## src/rtl/fdsu_pkg.sv

```systemverilog
// Package: opcodes, status codes and sequencer states for the FORTH data stack unit.
package fdsu_pkg;

  typedef enum logic [4:0] {
    OP_PUSH = 5'd0, OP_POP = 5'd1, OP_PEEK = 5'd2, OP_DUP = 5'd3, OP_SWAP = 5'd4,
    OP_OVER = 5'd5, OP_ROT = 5'd6, OP_2SWAP = 5'd7, OP_2DUP = 5'd8, OP_2OVER = 5'd9,
    OP_2DROP = 5'd10, OP_ADD = 5'd11, OP_SUB = 5'd12, OP_MUL = 5'd13, OP_DIV = 5'd14,
    OP_DIVMOD = 5'd15, OP_MOD = 5'd16, OP_LT = 5'd17, OP_EQ = 5'd18, OP_GT = 5'd19,
    OP_LE = 5'd20, OP_GE = 5'd21
  } opcode_t;

  typedef enum logic [1:0] {
    ST_OK = 2'd0, ST_UNDER = 2'd1, ST_OVER = 2'd2, ST_DIVZ = 2'd3
  } status_t;

  typedef enum logic [3:0] {
    S_IDLE, S_READ, S_LOAD, S_MUL, S_DIV, S_DFIX, S_WRITE, S_TOP, S_TOPW, S_DONE
  } state_t;

  // entries needed on the stack
  function automatic logic [2:0] need_of(input logic [4:0] op);
    case (op)
      OP_PUSH: need_of = 3'd0;
      OP_POP, OP_PEEK, OP_DUP: need_of = 3'd1;
      OP_ROT: need_of = 3'd3;
      OP_2SWAP, OP_2OVER: need_of = 3'd4;
      default: need_of = (op > OP_GE) ? 3'd0 : 3'd2;
    endcase
  endfunction

  // entries added on success (growing words only)
  function automatic logic [1:0] grow_of(input logic [4:0] op);
    case (op)
      OP_PUSH, OP_DUP, OP_OVER: grow_of = 2'd1;
      OP_2DUP, OP_2OVER: grow_of = 2'd2;
      default: grow_of = 2'd0;
    endcase
  endfunction

endpackage

```

## src/rtl/fdsu_ram.sv

```systemverilog
// Generic single-port-write, single-port-read RAM with registered read data.
module fdsu_ram #(
  parameter int WIDTH = 32,
  parameter int DEPTH = 64
) (
  input  logic                     clk,
  input  logic                     we,
  input  logic [$clog2(DEPTH)-1:0] waddr,
  input  logic [WIDTH-1:0]         wdata,
  input  logic [$clog2(DEPTH)-1:0] raddr,
  output logic [WIDTH-1:0]         rdata
);
  logic [WIDTH-1:0] mem [DEPTH];

  always_ff @(posedge clk) begin
    if (we) mem[waddr] <= wdata;
    rdata <= mem[raddr];
  end
endmodule

```

## src/rtl/forth_data_stack_unit.sv

```systemverilog
// Top level of the FORTH data stack unit: sequencer, divider and stack memory.
//
//  channel | direction | handshake      | payload
//  in_     | input     | valid / stall  | opcode, push_value
//  out_    | output    | valid / stall  | status, out_value, entry_count
//  cfg_    | input     | valid / ready  | data (stack_limit)
//
// One transaction at a time. Operands are read from the stack RAM one entry a
// cycle (one read port), results are written back one entry a cycle, then the
// new top is read back. div, mod and divmod with a nonzero divisor pass through
// the restoring divider, and mul through a registered multiplier. After a result
// is taken the block returns to idle before the next input is accepted.
// Reset (rst_n low, synchronous) empties the stack and sets the limit to 64;
// memory contents are left as they are. A stalled result holds in the output
// register; the input is stalled until the result is taken.
module forth_data_stack_unit
  import fdsu_pkg::*;
#(
  parameter int STACK_DEPTH = 64,
  parameter int WORD_BITS   = 32
) (
  input  logic               clk,
  input  logic               rst_n,
  input  logic               in_valid,
  output logic               in_stall,
  input  logic [4:0]         in_opcode,
  input  logic signed [31:0] in_push_value,
  output logic               out_valid,
  input  logic               out_stall,
  output logic [1:0]         out_status,
  output logic signed [31:0] out_out_value,
  output logic [6:0]         out_entry_count,
  input  logic               cfg_valid,
  output logic               cfg_ready,
  input  logic [6:0]         cfg_data
);
  localparam int AW = $clog2(STACK_DEPTH);
  localparam int CW = $clog2(STACK_DEPTH + 1);
  localparam int DCW = $clog2(WORD_BITS + 1);

  state_t st_r, st_nxt;
  logic [CW-1:0] cnt_r, cnt_nxt;       // stack count
  logic [6:0]    lim_r;
  logic [4:0]    op_r, op_nxt;
  logic [WORD_BITS-1:0] pv_r, pv_nxt;
  // operands: o_r[k] = entry at depth k+1 from top
  logic [WORD_BITS-1:0] o_r [4];
  logic [WORD_BITS-1:0] o_nxt [4];
  // results to write: w_r[k] written at depth k+1 of the new stack
  logic [WORD_BITS-1:0] w_r [4];
  logic [WORD_BITS-1:0] w_nxt [4];
  logic [2:0] ridx_r, ridx_nxt, nrd_r, nrd_nxt;
  logic [2:0] widx_r, widx_nxt, nwr_r, nwr_nxt;
  logic       rvld_r, rvld_nxt;        // read data arriving this cycle
  logic [2:0] rtag_r, rtag_nxt;
  logic [CW-1:0] ncnt_r, ncnt_nxt;
  logic [1:0] ostat_r, ostat_nxt;
  logic [WORD_BITS-1:0] oval_r, oval_nxt;
  logic       popped_r, popped_nxt;
  logic [CW-1:0] ocnt_r, ocnt_nxt;
  // divider
  logic [WORD_BITS-1:0] dq_r, dq_nxt, drem_r, drem_nxt, dd_r, dd_nxt;
  logic [DCW-1:0] dcnt_r, dcnt_nxt;
  logic [WORD_BITS-1:0] prod_r;

  logic          ram_we;
  logic [AW-1:0] ram_waddr, ram_raddr;
  logic [WORD_BITS-1:0] ram_wdata, ram_rdata;

  fdsu_ram #(.WIDTH(WORD_BITS), .DEPTH(STACK_DEPTH)) u_ram (
    .clk(clk), .we(ram_we), .waddr(ram_waddr), .wdata(ram_wdata),
    .raddr(ram_raddr), .rdata(ram_rdata)
  );

  // effective limit = min(stack_limit, STACK_DEPTH)
  logic [CW:0] lim_eff;
  assign lim_eff = (int'(lim_r) > STACK_DEPTH) ? (CW+1)'(STACK_DEPTH)
                                                : (CW+1)'(lim_r);

  logic [WORD_BITS-1:0] a_w, b_w, ma_w, mb_w, rsub_w, q_s, r_s;
  logic                 lt_w;
  logic [WORD_BITS:0]   trial_w;
  assign b_w  = o_r[0];
  assign a_w  = o_r[1];
  assign ma_w = a_w[WORD_BITS-1] ? -a_w : a_w;
  assign mb_w = b_w[WORD_BITS-1] ? -b_w : b_w;
  assign lt_w = $signed(a_w) < $signed(b_w);
  assign trial_w = {drem_r, dq_r[WORD_BITS-1]} - {1'b0, dd_r};
  assign rsub_w = trial_w[WORD_BITS-1:0];
  assign q_s = (a_w[WORD_BITS-1] ^ b_w[WORD_BITS-1]) ? -dq_r : dq_r;
  assign r_s = a_w[WORD_BITS-1] ? -drem_r : drem_r;

  // only the low word of the product is kept
  always_ff @(posedge clk) begin
    prod_r <= a_w * b_w;
  end

  always_ff @(posedge clk) begin
    if (!rst_n) begin
      st_r <= S_IDLE;
      cnt_r <= '0;
      lim_r <= 7'd64;
      rvld_r <= 1'b0;
    end else begin
      st_r <= st_nxt;
      cnt_r <= cnt_nxt;
      rvld_r <= rvld_nxt;
      if (cfg_valid && cfg_ready) lim_r <= cfg_data;
    end
  end

  always_ff @(posedge clk) begin
    op_r <= op_nxt; pv_r <= pv_nxt;
    ridx_r <= ridx_nxt; nrd_r <= nrd_nxt; widx_r <= widx_nxt; nwr_r <= nwr_nxt;
    rtag_r <= rtag_nxt; ncnt_r <= ncnt_nxt; ostat_r <= ostat_nxt;
    oval_r <= oval_nxt; popped_r <= popped_nxt; ocnt_r <= ocnt_nxt;
    dq_r <= dq_nxt; drem_r <= drem_nxt; dd_r <= dd_nxt; dcnt_r <= dcnt_nxt;
    for (int k = 0; k < 4; k++) begin
      o_r[k] <= o_nxt[k];
      w_r[k] <= w_nxt[k];
    end
  end

  assign cfg_ready = (st_r == S_IDLE);
  assign in_stall  = (st_r != S_IDLE);
  assign out_valid = (st_r == S_DONE);
  assign out_status = ostat_r;
  assign out_out_value = 32'(signed'(oval_r));
  assign out_entry_count = 7'(ocnt_r);

  always_comb begin
    logic [2:0] need;
    logic [1:0] grow;
    st_nxt = st_r; cnt_nxt = cnt_r; op_nxt = op_r; pv_nxt = pv_r;
    ridx_nxt = ridx_r; nrd_nxt = nrd_r; widx_nxt = widx_r; nwr_nxt = nwr_r;
    rvld_nxt = 1'b0; rtag_nxt = rtag_r; ncnt_nxt = ncnt_r; ostat_nxt = ostat_r;
    oval_nxt = oval_r; popped_nxt = popped_r; ocnt_nxt = ocnt_r;
    dq_nxt = dq_r; drem_nxt = drem_r; dd_nxt = dd_r; dcnt_nxt = dcnt_r;
    for (int k = 0; k < 4; k++) begin
      o_nxt[k] = o_r[k];
      w_nxt[k] = w_r[k];
    end
    ram_we = 1'b0; ram_waddr = '0; ram_wdata = w_r[widx_r[1:0]];
    ram_raddr = '0;
    need = need_of(op_r);
    grow = grow_of(op_r);

    // capture arriving read data
    if (rvld_r) o_nxt[rtag_r[1:0]] = ram_rdata;

    case (st_r)
      S_IDLE: begin
        if (in_valid) begin
          op_nxt = in_opcode;
          pv_nxt = WORD_BITS'(signed'(in_push_value));
          popped_nxt = 1'b0;
          st_nxt = S_READ;
        end
      end
      S_READ: begin
        // check for underflow and overflow; operand reads are issued one per cycle in S_LOAD
        if ({1'b0, cnt_r} < (CW+1)'(need)) begin
          ostat_nxt = ST_UNDER; ncnt_nxt = cnt_r; st_nxt = S_TOP;
        end else if (grow != 2'd0 &&
                     ({1'b0, cnt_r} + (CW+1)'(grow)) > lim_eff) begin
          ostat_nxt = ST_OVER; ncnt_nxt = cnt_r; st_nxt = S_TOP;
        end else begin
          ostat_nxt = ST_OK; ridx_nxt = 3'd0; nrd_nxt = need;
          st_nxt = S_LOAD;
        end
      end
      S_LOAD: begin
        if (ridx_r < nrd_r) begin
          ram_raddr = AW'(cnt_r - CW'(ridx_r) - CW'(1));
          rvld_nxt = 1'b1; rtag_nxt = ridx_r;
          ridx_nxt = ridx_r + 3'd1;
        end else if (!rvld_r) begin
          // all operands in o_r: form results
          widx_nxt = 3'd0;
          case (op_r)
            OP_PUSH: begin w_nxt[0] = pv_r; nwr_nxt = 3'd1;
              ncnt_nxt = cnt_r + CW'(1); end
            OP_POP: begin nwr_nxt = 3'd0; oval_nxt = o_r[0]; popped_nxt = 1'b1;
              ncnt_nxt = cnt_r - CW'(1); end
            OP_DUP: begin w_nxt[0] = o_r[0]; nwr_nxt = 3'd1;
              ncnt_nxt = cnt_r + CW'(1); end
            OP_SWAP: begin w_nxt[0] = o_r[1]; w_nxt[1] = o_r[0]; nwr_nxt = 3'd2;
              ncnt_nxt = cnt_r; end
            OP_OVER: begin w_nxt[0] = o_r[1]; nwr_nxt = 3'd1;
              ncnt_nxt = cnt_r + CW'(1); end
            OP_ROT: begin w_nxt[0] = o_r[2]; w_nxt[1] = o_r[0]; w_nxt[2] = o_r[1];
              nwr_nxt = 3'd3; ncnt_nxt = cnt_r; end
            OP_2SWAP: begin w_nxt[0] = o_r[2]; w_nxt[1] = o_r[3];
              w_nxt[2] = o_r[0]; w_nxt[3] = o_r[1]; nwr_nxt = 3'd4;
              ncnt_nxt = cnt_r; end
            OP_2DUP: begin w_nxt[0] = o_r[0]; w_nxt[1] = o_r[1]; nwr_nxt = 3'd2;
              ncnt_nxt = cnt_r + CW'(2); end
            OP_2OVER: begin w_nxt[0] = o_r[2]; w_nxt[1] = o_r[3]; nwr_nxt = 3'd2;
              ncnt_nxt = cnt_r + CW'(2); end
            OP_2DROP: begin nwr_nxt = 3'd0; ncnt_nxt = cnt_r - CW'(2); end
            OP_ADD: begin w_nxt[0] = a_w + b_w; nwr_nxt = 3'd1;
              ncnt_nxt = cnt_r - CW'(1); end
            OP_SUB: begin w_nxt[0] = a_w - b_w; nwr_nxt = 3'd1;
              ncnt_nxt = cnt_r - CW'(1); end
            OP_LT: begin w_nxt[0] = WORD_BITS'(lt_w); nwr_nxt = 3'd1;
              ncnt_nxt = cnt_r - CW'(1); end
            OP_EQ: begin w_nxt[0] = WORD_BITS'(a_w == b_w); nwr_nxt = 3'd1;
              ncnt_nxt = cnt_r - CW'(1); end
            OP_GT: begin w_nxt[0] = WORD_BITS'(!lt_w && a_w != b_w);
              nwr_nxt = 3'd1; ncnt_nxt = cnt_r - CW'(1); end
            OP_LE: begin w_nxt[0] = WORD_BITS'(lt_w || a_w == b_w);
              nwr_nxt = 3'd1; ncnt_nxt = cnt_r - CW'(1); end
            OP_GE: begin w_nxt[0] = WORD_BITS'(!lt_w); nwr_nxt = 3'd1;
              ncnt_nxt = cnt_r - CW'(1); end
            default: begin nwr_nxt = 3'd0; ncnt_nxt = cnt_r; end // peek, unused
          endcase
          if (op_r == OP_MUL) begin
            ncnt_nxt = cnt_r - CW'(1); st_nxt = S_MUL;
          end else if (op_r == OP_DIV || op_r == OP_DIVMOD || op_r == OP_MOD) begin
            if (b_w == '0) begin
              ostat_nxt = ST_DIVZ; nwr_nxt = 3'd0; ncnt_nxt = cnt_r - CW'(2);
              st_nxt = S_WRITE;
            end else begin
              dq_nxt = ma_w; dd_nxt = mb_w; drem_nxt = '0;
              dcnt_nxt = DCW'(WORD_BITS); st_nxt = S_DIV;
            end
          end else begin
            st_nxt = S_WRITE;
          end
        end
      end
      S_MUL: begin
        w_nxt[0] = prod_r; nwr_nxt = 3'd1; st_nxt = S_WRITE;
      end
      S_DIV: begin
        // restoring divider, one quotient bit per cycle
        if (!trial_w[WORD_BITS]) begin
          drem_nxt = rsub_w; dq_nxt = {dq_r[WORD_BITS-2:0], 1'b1};
        end else begin
          drem_nxt = {drem_r[WORD_BITS-2:0], dq_r[WORD_BITS-1]};
          dq_nxt = {dq_r[WORD_BITS-2:0], 1'b0};
        end
        dcnt_nxt = dcnt_r - DCW'(1);
        if (dcnt_r == DCW'(1)) st_nxt = S_DFIX;
      end
      S_DFIX: begin
        case (op_r)
          OP_DIVMOD: begin w_nxt[0] = q_s; w_nxt[1] = r_s; nwr_nxt = 3'd2;
            ncnt_nxt = cnt_r; end
          OP_DIV: begin w_nxt[0] = q_s; nwr_nxt = 3'd1; ncnt_nxt = cnt_r - CW'(1); end
          default: begin w_nxt[0] = r_s; nwr_nxt = 3'd1;
            ncnt_nxt = cnt_r - CW'(1); end
        endcase
        st_nxt = S_WRITE;
      end
      S_WRITE: begin
        if (widx_r < nwr_r) begin
          ram_we = 1'b1;
          ram_waddr = AW'(ncnt_r - CW'(widx_r) - CW'(1));
          widx_nxt = widx_r + 3'd1;
        end else begin
          st_nxt = S_TOP;
        end
      end
      S_TOP: begin
        cnt_nxt = ncnt_r;
        ocnt_nxt = ncnt_r;
        ram_raddr = AW'(ncnt_r - CW'(1));
        st_nxt = S_TOPW;
      end
      S_TOPW: begin
        if (!popped_r) oval_nxt = (ocnt_r == '0) ? '0 : ram_rdata;
        st_nxt = S_DONE;
      end
      S_DONE: begin
        if (!out_stall) st_nxt = S_IDLE;
      end
      default: st_nxt = S_IDLE;
    endcase
  end

  // stack never exceeds its depth
  assert property (@(posedge clk) disable iff (!rst_n) cnt_r <= CW'(STACK_DEPTH))
    else $error("stack count beyond depth");
  // count only changes on the way to a result
  assert property (@(posedge clk) disable iff (!rst_n)
    (cnt_r != $past(cnt_r)) |-> (st_r == S_TOPW))
    else $error("count changed outside commit");
  // a held result stays put
  assert property (@(posedge clk) disable iff (!rst_n)
    (out_valid && out_stall) |=> (out_valid && $stable(out_out_value)))
    else $error("result lost under stall");
  // no memory write while idle
  assert property (@(posedge clk) disable iff (!rst_n)
    (st_r == S_IDLE) |-> !ram_we)
    else $error("write while idle");
endmodule

```

## config.mk

```make
export PLATFORM = sky130hd
export DESIGN_NAME = forth_data_stack_unit
export DESIGN_NICKNAME = d
export VERILOG_FILES = /design/src/rtl/fdsu_pkg.sv /design/src/rtl/fdsu_ram.sv /design/src/rtl/forth_data_stack_unit.sv
export SDC_FILE = /design/constraint.sdc
export NUM_CORES = 2
export LEC_CHECK = 0
export ABC_AREA = 0
export BUFFER_PORTS_ARGS = -buffer_cell sky130_fd_sc_hd__buf_4
export CORE_UTILIZATION = 38
export DETAILED_ROUTE_END_ITERATION = 16
export SLEW_MARGIN = 20
export SYNTH_ARGS = -nofsm -noshare
export SYNTH_HDL_FRONTEND = slang
export SYNTH_SLANG_ARGS = --single-unit
```

## constraint.sdc

```tcl
create_clock -name clk -period 10.25 [get_ports clk]
set_clock_uncertainty 0.2 [all_clocks]
set_input_delay 1.025 -clock clk [delete_from_list [all_inputs] [get_ports clk]]
set_output_delay 1.025 -clock clk [all_outputs]
set_load 0.01 [all_outputs]
```

==> After elaboration in Yosys (flattened, before gate mapping) <==
Memories as Yosys holds them, arrays and structs flattened. A register that Yosys moved wholly into a read port is not among the register bits.
Index checks and enable logic that the tools add are counted.
{ "totals": {"ff_bits": 253, "latch_bits": 0, "ramBits": 2304, "mem_bits_ro": 0, "in_bits": 49, "output_inout_bits": 44, "memories": 3} }
{ "mem_list": {"columns": ["name", "words", "width", "read_ports", "rd_ports_with_merged_regs", "write_ports", "line", "text"], "rows": [
  ["u_ram.mem", 64, 32, 1, 1, 1, "fdsu_ram.sv:13", "logic [WIDTH-1:0] mem [DEPTH];"],
  ["o_r", 4, 32, 4, 0, 4, "forth_data_stack_unit.sv:47", "logic [WORD_BITS-1:0] o_r [4];"],
  ["w_r", 4, 32, 1, 1, 4, "forth_data_stack_unit.sv:50", "logic [WORD_BITS-1:0] w_r [4];"]
]} }
{ "classes": {"n_addsub": 20, "multipliers": 1, "div_mod_pow": 0, "magnitude_cmp": 9, "n_eq_ne": 67, "shift": 0, "n_mux": 110, "bitwise_logic": 8, "n_reduce_logical": 52} }
{ "op_table": {"columns": ["cell", "count"], "rows": [
  ["$mux W32", 23],
  ["$mux W128", 3],
  ["$pmux W32 S11", 1],
  ["$pmux W32 S2", 5],
  ["$pmux W32 S3", 2],
  ["$bwmux W128", 1],
  ["$neg A32 Y32", 4],
  ["$demux W32 S2", 1],
  ["$mux W64", 1],
  ["$mux W7", 9],
  ["$mux W6", 8],
  ["$ne A2 B2 Y1 const B", 21],
  ["$eq A5 B4 Y1 const B", 8],
  ["$mux W3", 13],
  ["$pmux W4 S9", 1],
  ["$sub A33 B32 Y33", 1],
  ["$add A32 B32 Y32", 1],
  ["$eq A32 B32 Y1", 1],
  ["$logic_not A32 Y1", 1],
  ["$lt A32 B32 Y1", 1],
  ["$mul A32 B32 Y32", 1],
  ["$ne A32 B32 Y1", 1],
  ["$sub A32 B32 Y32", 1],
  ["$mux W31", 1],
  ["63 further kinds", 157]
]} }

==> Logic depth before layout (Yosys ltp) <==
{ "logic_depth": {"depth_word": 9, "depth_mapped": 31} }

==> Cells and area by module <==
From an unflattened synthesis, not the netlist that was laid out.
{ "unflattened": {"cells_unflattened": 8193, "area_unflattened_um2": 124999.9} }
{ "modules_own_cells": {"columns": ["module", "instances", "cells_per_inst", "area_each_um2"], "rows": [
  ["fdsu_ram", 1, 3511, 79039.6],
  ["forth_data_stack_unit", 1, 4682, 45960.3]
]} }

==> Worst setup path before layout <==
Ideal clock, no wire load.
{ "synth_path": {"kind": "flip-flop to flip-flop", "startpoint": "mem o_r[0][0]", "endpoint": "reg dcnt_r[0] (enable)", "arrival_ns": 6.624, "t_required_ns": 9.455, "slack_ns": 2.831, "path_stages_with_launch": 10, "n_path_buf": 2, "cell_sequence": "edfxtp_1 -> clkbuf_1 -> clkbuf_1 -> inv_1 -> ha_1 -> nand4_1 -> nor4_1 -> nand2_1 -> o21bai_1 -> o21ai_0"} }
{ "synth_rtl": {"columns": ["element", "line", "text"], "rows": [
  ["start, declared", "forth_data_stack_unit.sv:47", null],
  ["end signal, assigned", "forth_data_stack_unit.sv:117", "dq_r <= dq_nxt; drem_r <= drem_nxt; dd_r <= dd_nxt; dcnt_r <= dcnt_nxt;"],
  ["end, declared", "forth_data_stack_unit.sv:63", "logic [DCW-1:0] dcnt_r, dcnt_nxt;"]
]} }

==> flow_metrics.env <==
export IMPL_syn_area_mm2=0.127
export IMPL_vias=86500
export IMPL_path_cells="buf_4 -> and2_1 -> fa_1 -> inv_1 -> fa_1 -> fa_1 -> inv_1 -> ha_1 -> ha_1 -> ha_1 -> ha_1 -> fa_1 -> ha_1 -> a2111oi_1 -> o31ai_1 -> a41oi_1 -> o21ai_1 -> a21o_1 -> a221oi_1 -> o21ai_0 -> a21oi_1 -> xnor2_1"
export IMPL_synth_cells=9983
export IMPL_grt_pass1_wl_um=606000
export IMPL_pwr_share_comb_pct=25.5
export IMPL_critPathSlowestCell="edfxtp_1"
export IMPL_globalRouteOverflowTotal=0
export IMPL_via_per_inst=5.94
export IMPL_path_class="reg2reg"
export IMPL_clk_path_buf_depth=4
export IMPL_core_mm2=0.331
export IMPL_ir_drop_mv=0.317
export IMPL_max_cap_violations=0
export IMPL_worstPathArrival_ps=8520
export IMPL_tritoncts="done"
export IMPL_pwr_density_cell_mw_per_mm2=223
export IMPL_post_dp_cell_area_mm2=0.133
export IMPL_ctsResizeCount=0
export IMPL_cts_root_buf="clkbuf_16"
export IMPL_ant_nets=0
export IMPL_pwr_share_seq_pct=42.6
export IMPL_gp_congestion=0.960
export IMPL_max_clock_freq_mhz=126
export IMPL_outcome="complete, no violations"
export IMPL_initial_core_util_pct=38.3
export IMPL_yosysWarnings=0
export IMPL_min_to="op_r[2]"
export IMPL_track_usage_pct=25.0
export IMPL_r2r_slack_ps=2340
export IMPL_tightest_slew_ps=1210
export IMPL_syn_to_final_growth_pct=12.4
export IMPL_setup_viol=0
export IMPL_clock_latency_ps=900
export IMPL_grt_max_degree=165
export IMPL_drt_iter0_markers=11900
export IMPL_num_io_pins=93
export IMPL_fin_crit_ps=7910
export IMPL_p_clk_share_pct=31.9
export IMPL_synth_compound_area_share_pct=9.24
export IMPL_critical_path_required_ps=10860
export IMPL_synth_top_family_by_area="simple AND/OR/NAND/NOR gates"
export IMPL_synth_top_area_share_pct=59.4
export IMPL_start_kind="flop"
export IMPL_drc_errors=0
export IMPL_startpoint="o_r[0][3]"
export IMPL_internal_power_mw=21.3
export IMPL_rows=211
export IMPL_grt_pass1_vias=83600
export IMPL_rsz0062_at_grt="no"
export IMPL_drive_gt1_share_pct=10.9
export IMPL_crit_buf_inv=3
export IMPL_fin_area_mm2=0.142
export IMPL_ctsHtreeMaxLevel=5
export IMPL_p_leak_nw=50.1
export IMPL_io_buffer_count=92
export IMPL_synth_area_leaders="edfxtp_1 (59%), fa_1 (6.5%), nand2_1 (5.1%), mux4_2 (2.8%), ha_1 (2.5%)"
export IMPL_rr_startpoint="o_r[0][3]"
export IMPL_synth_xor_area_share_pct=1.87
export IMPL_synth_flop_cell="edfxtp_1"
export IMPL_max_stage_delay_ps=1020
export IMPL_ys_ff_latch=2591
export IMPL_ys_types=92
export IMPL_dieArea_mm2=0.335
export IMPL_synth_edf_count=2506
export IMPL_hold_class="in2reg"
export IMPL_cp_top_family="adder cells"
export IMPL_post_cts_setup_buffer_count=0
export IMPL_r2r_cells=22
export IMPL_first_pass_iters=9
export IMPL_fin_setup_tns_ps=0
export IMPL_end_kind="flop"
export IMPL_yosysSeqAreaShare_pct=60.8
export IMPL_finalHoldViolations=0
export IMPL_die_width_um=579
export IMPL_synthArstFlopShare_pct=0
export IMPL_whs_path_depth=1
export IMPL_die_y_um=579
export IMPL_rr_endpoint="prod_r[30]"
export IMPL_post_route_period_util_pct=77.1
export IMPL_synthAdderAreaFrac_pct=9.06
export IMPL_hp_start="in_opcode[2]"
export IMPL_synth_simple_area_share_pct=11.9
export IMPL_antenna_found_initial=21
export IMPL_p_switching_mw=10.5
export IMPL_crit_top_cell="ha_1"
export IMPL_postCtsHoldBufs=0
export IMPL_syn_avg_cell_area_um2=12.7
export IMPL_path_depth=22
export IMPL_slew_headroom_pct=19.0
export IMPL_dp_hpwl_um=260000
export IMPL_switching_share_pct=32.9
export IMPL_nNetsFinal=10700
export IMPL_fillers=29700
export IMPL_wl_per_cell_um=29.3
export IMPL_cts_sinks=2591
export IMPL_clk_pin_slew_ps=60
export IMPL_yosysTopAreaCell="edfxtp_1"
export IMPL_synth_nets=10700
export IMPL_wl_um=426000
export IMPL_critPathMaxFanout=19
export IMPL_synth_mux_area_share_pct=3.38
export IMPL_numCtsBuffers=285
export IMPL_drv_slew=0
## routing by layer
layer	GRT usage, %	share of wire (%)
met5	0	0.0085
met4	12.0	5.5
met1	35.0	41
met3	4.93	10
met2	37.2	44
## stage by stage
stage               hold slack [ps]  power [mW]  setup WS [ps]  instances  utilization [%]
floorplan                       224        18.3           2830       9983                -
global placement                243        21.5           2240      14000             40.2
detailed placement              239        21.6           2450      14000             40.2
CTS                            51.1        31.8           2400      14500             43.0
global route                   69.7        32.9           1910      14600             43.0
finish                          108        31.8           2340      14600             43.0
## cell usage after synthesis (33+ instances only)
cell type	n
edfxtp_1	2506
nand2_1	1723
inv_1	556
clkbuf_1	515
nand3_1	463
fa_1	414
nor2_1	336
a21oi_1	257
a31oi_1	255
and2_1	254
ha_1	254
and3_1	243
o21ai_0	214
a211oi_1	209
xnor2_1	165
mux4_2	160
a311oi_1	133
a22oi_1	111
xor2_1	106
buf_1	88
dfxtp_1	85
buf_2	84
a32oi_1	71
a222oi_1	60
nor3_1	53
nand4_1	49
a21o_1	45
o31ai_1	45
nand2b_1	36
mux2i_1	35
a22o_1	34
nor2b_1	33
## flip-flops by register name (all words and copies together), names as in the netlist, 6 cells and up, named ones only
signal	flops
u_ram.mem	2048
o_r	128
w_r	128
dd_r	32
dq_r	32
drem_r	32
out_out_value	32
prod_r	32
pv_r	32
u_ram.rdata	32
cnt_r	7
lim_r	7
ncnt_r	7
out_entry_count	7
dcnt_r	6
## final cells by class
| type | count | area, um^2 | share of cell area [%] |
|---|---|---|---|
| well taps | 4366 | 5460 | 3.84 |
| inverters | 563 | 2110 | 1.49 |
| repair buffers | 369 | 3000 | 2.11 |
| multi-input cells | 6140 | 45600 | 32.0 |
| clock inverters | 149 | 1440 | 1.01 |
| clock buffers | 372 | 7710 | 5.42 |
| flip-flops and latches | 2591 | 77000 | 54.1 |
| diodes | 12 | 30.0 | 0.0211 |
## worst register-to-register path: stages, from the launching register on
cell	delay [ps]
edfxtp_1	1020
buf_4	350
and2_1	180
fa_1	430
inv_1	80
fa_1	420
fa_1	490
inv_1	40
ha_1	270
ha_1	270
ha_1	280
ha_1	310
fa_1	440
ha_1	280
a2111oi_1	790
o31ai_1	270
a41oi_1	480
o21ai_1	240
a21o_1	240
a221oi_1	290
o21ai_0	130
a21oi_1	180
xnor2_1	130
## cells in the final DEF (no fill, tap or decap), types with 209 or more instances in the layout
master     netlist  final
clkbuf_16        0    291
nand2_1       1723   1720
nand3_1        463    463
ha_1           254    254
o21ai_0        214    209
and2_1         254    251
fa_1           414    414
a31oi_1        255    255
inv_1          556    556
and3_1         243    243
a211oi_1       209    209
buf_4            0    350
nor2_1         336    255
a21oi_1        257    253
edfxtp_1      2506   2506
## power by group through the flow
stage,Clock (mW),Combinational (mW),Sequential (mW)
5_1_grt,10.7,8.75,13.5
6_report,10.1,8.11,13.5
3_3_place_gp,0,7.80,13.7
3_5_place_dp,0,7.92,13.7
2_1_floorplan,0,5.08,13.2
4_1_cts,10.3,7.98,13.5
## worst max-delay path by stage
stage,end,slack [ps]
after floorplan,dcnt_r[0],2830
final,prod_r[30],2340
after global routing,prod_r[30],1910
after CTS,prod_r[30],2400
after detailed placement,prod_r[30],2450
after global placement,prod_r[30],2240
## cells by family (layout without fill, tap and decap cells)
family          count (synthesis)  after routing
compound gates               1673           1673
xor+xnor                      271            271
buf+inv                      1252           1453
simple gates                 3304           3304
mux                           224            224
fa+ha+maj                     668            668
flops                        2591           2591
other cells                     0             12
No activity file was read; power rests on OpenSTA's default activity.
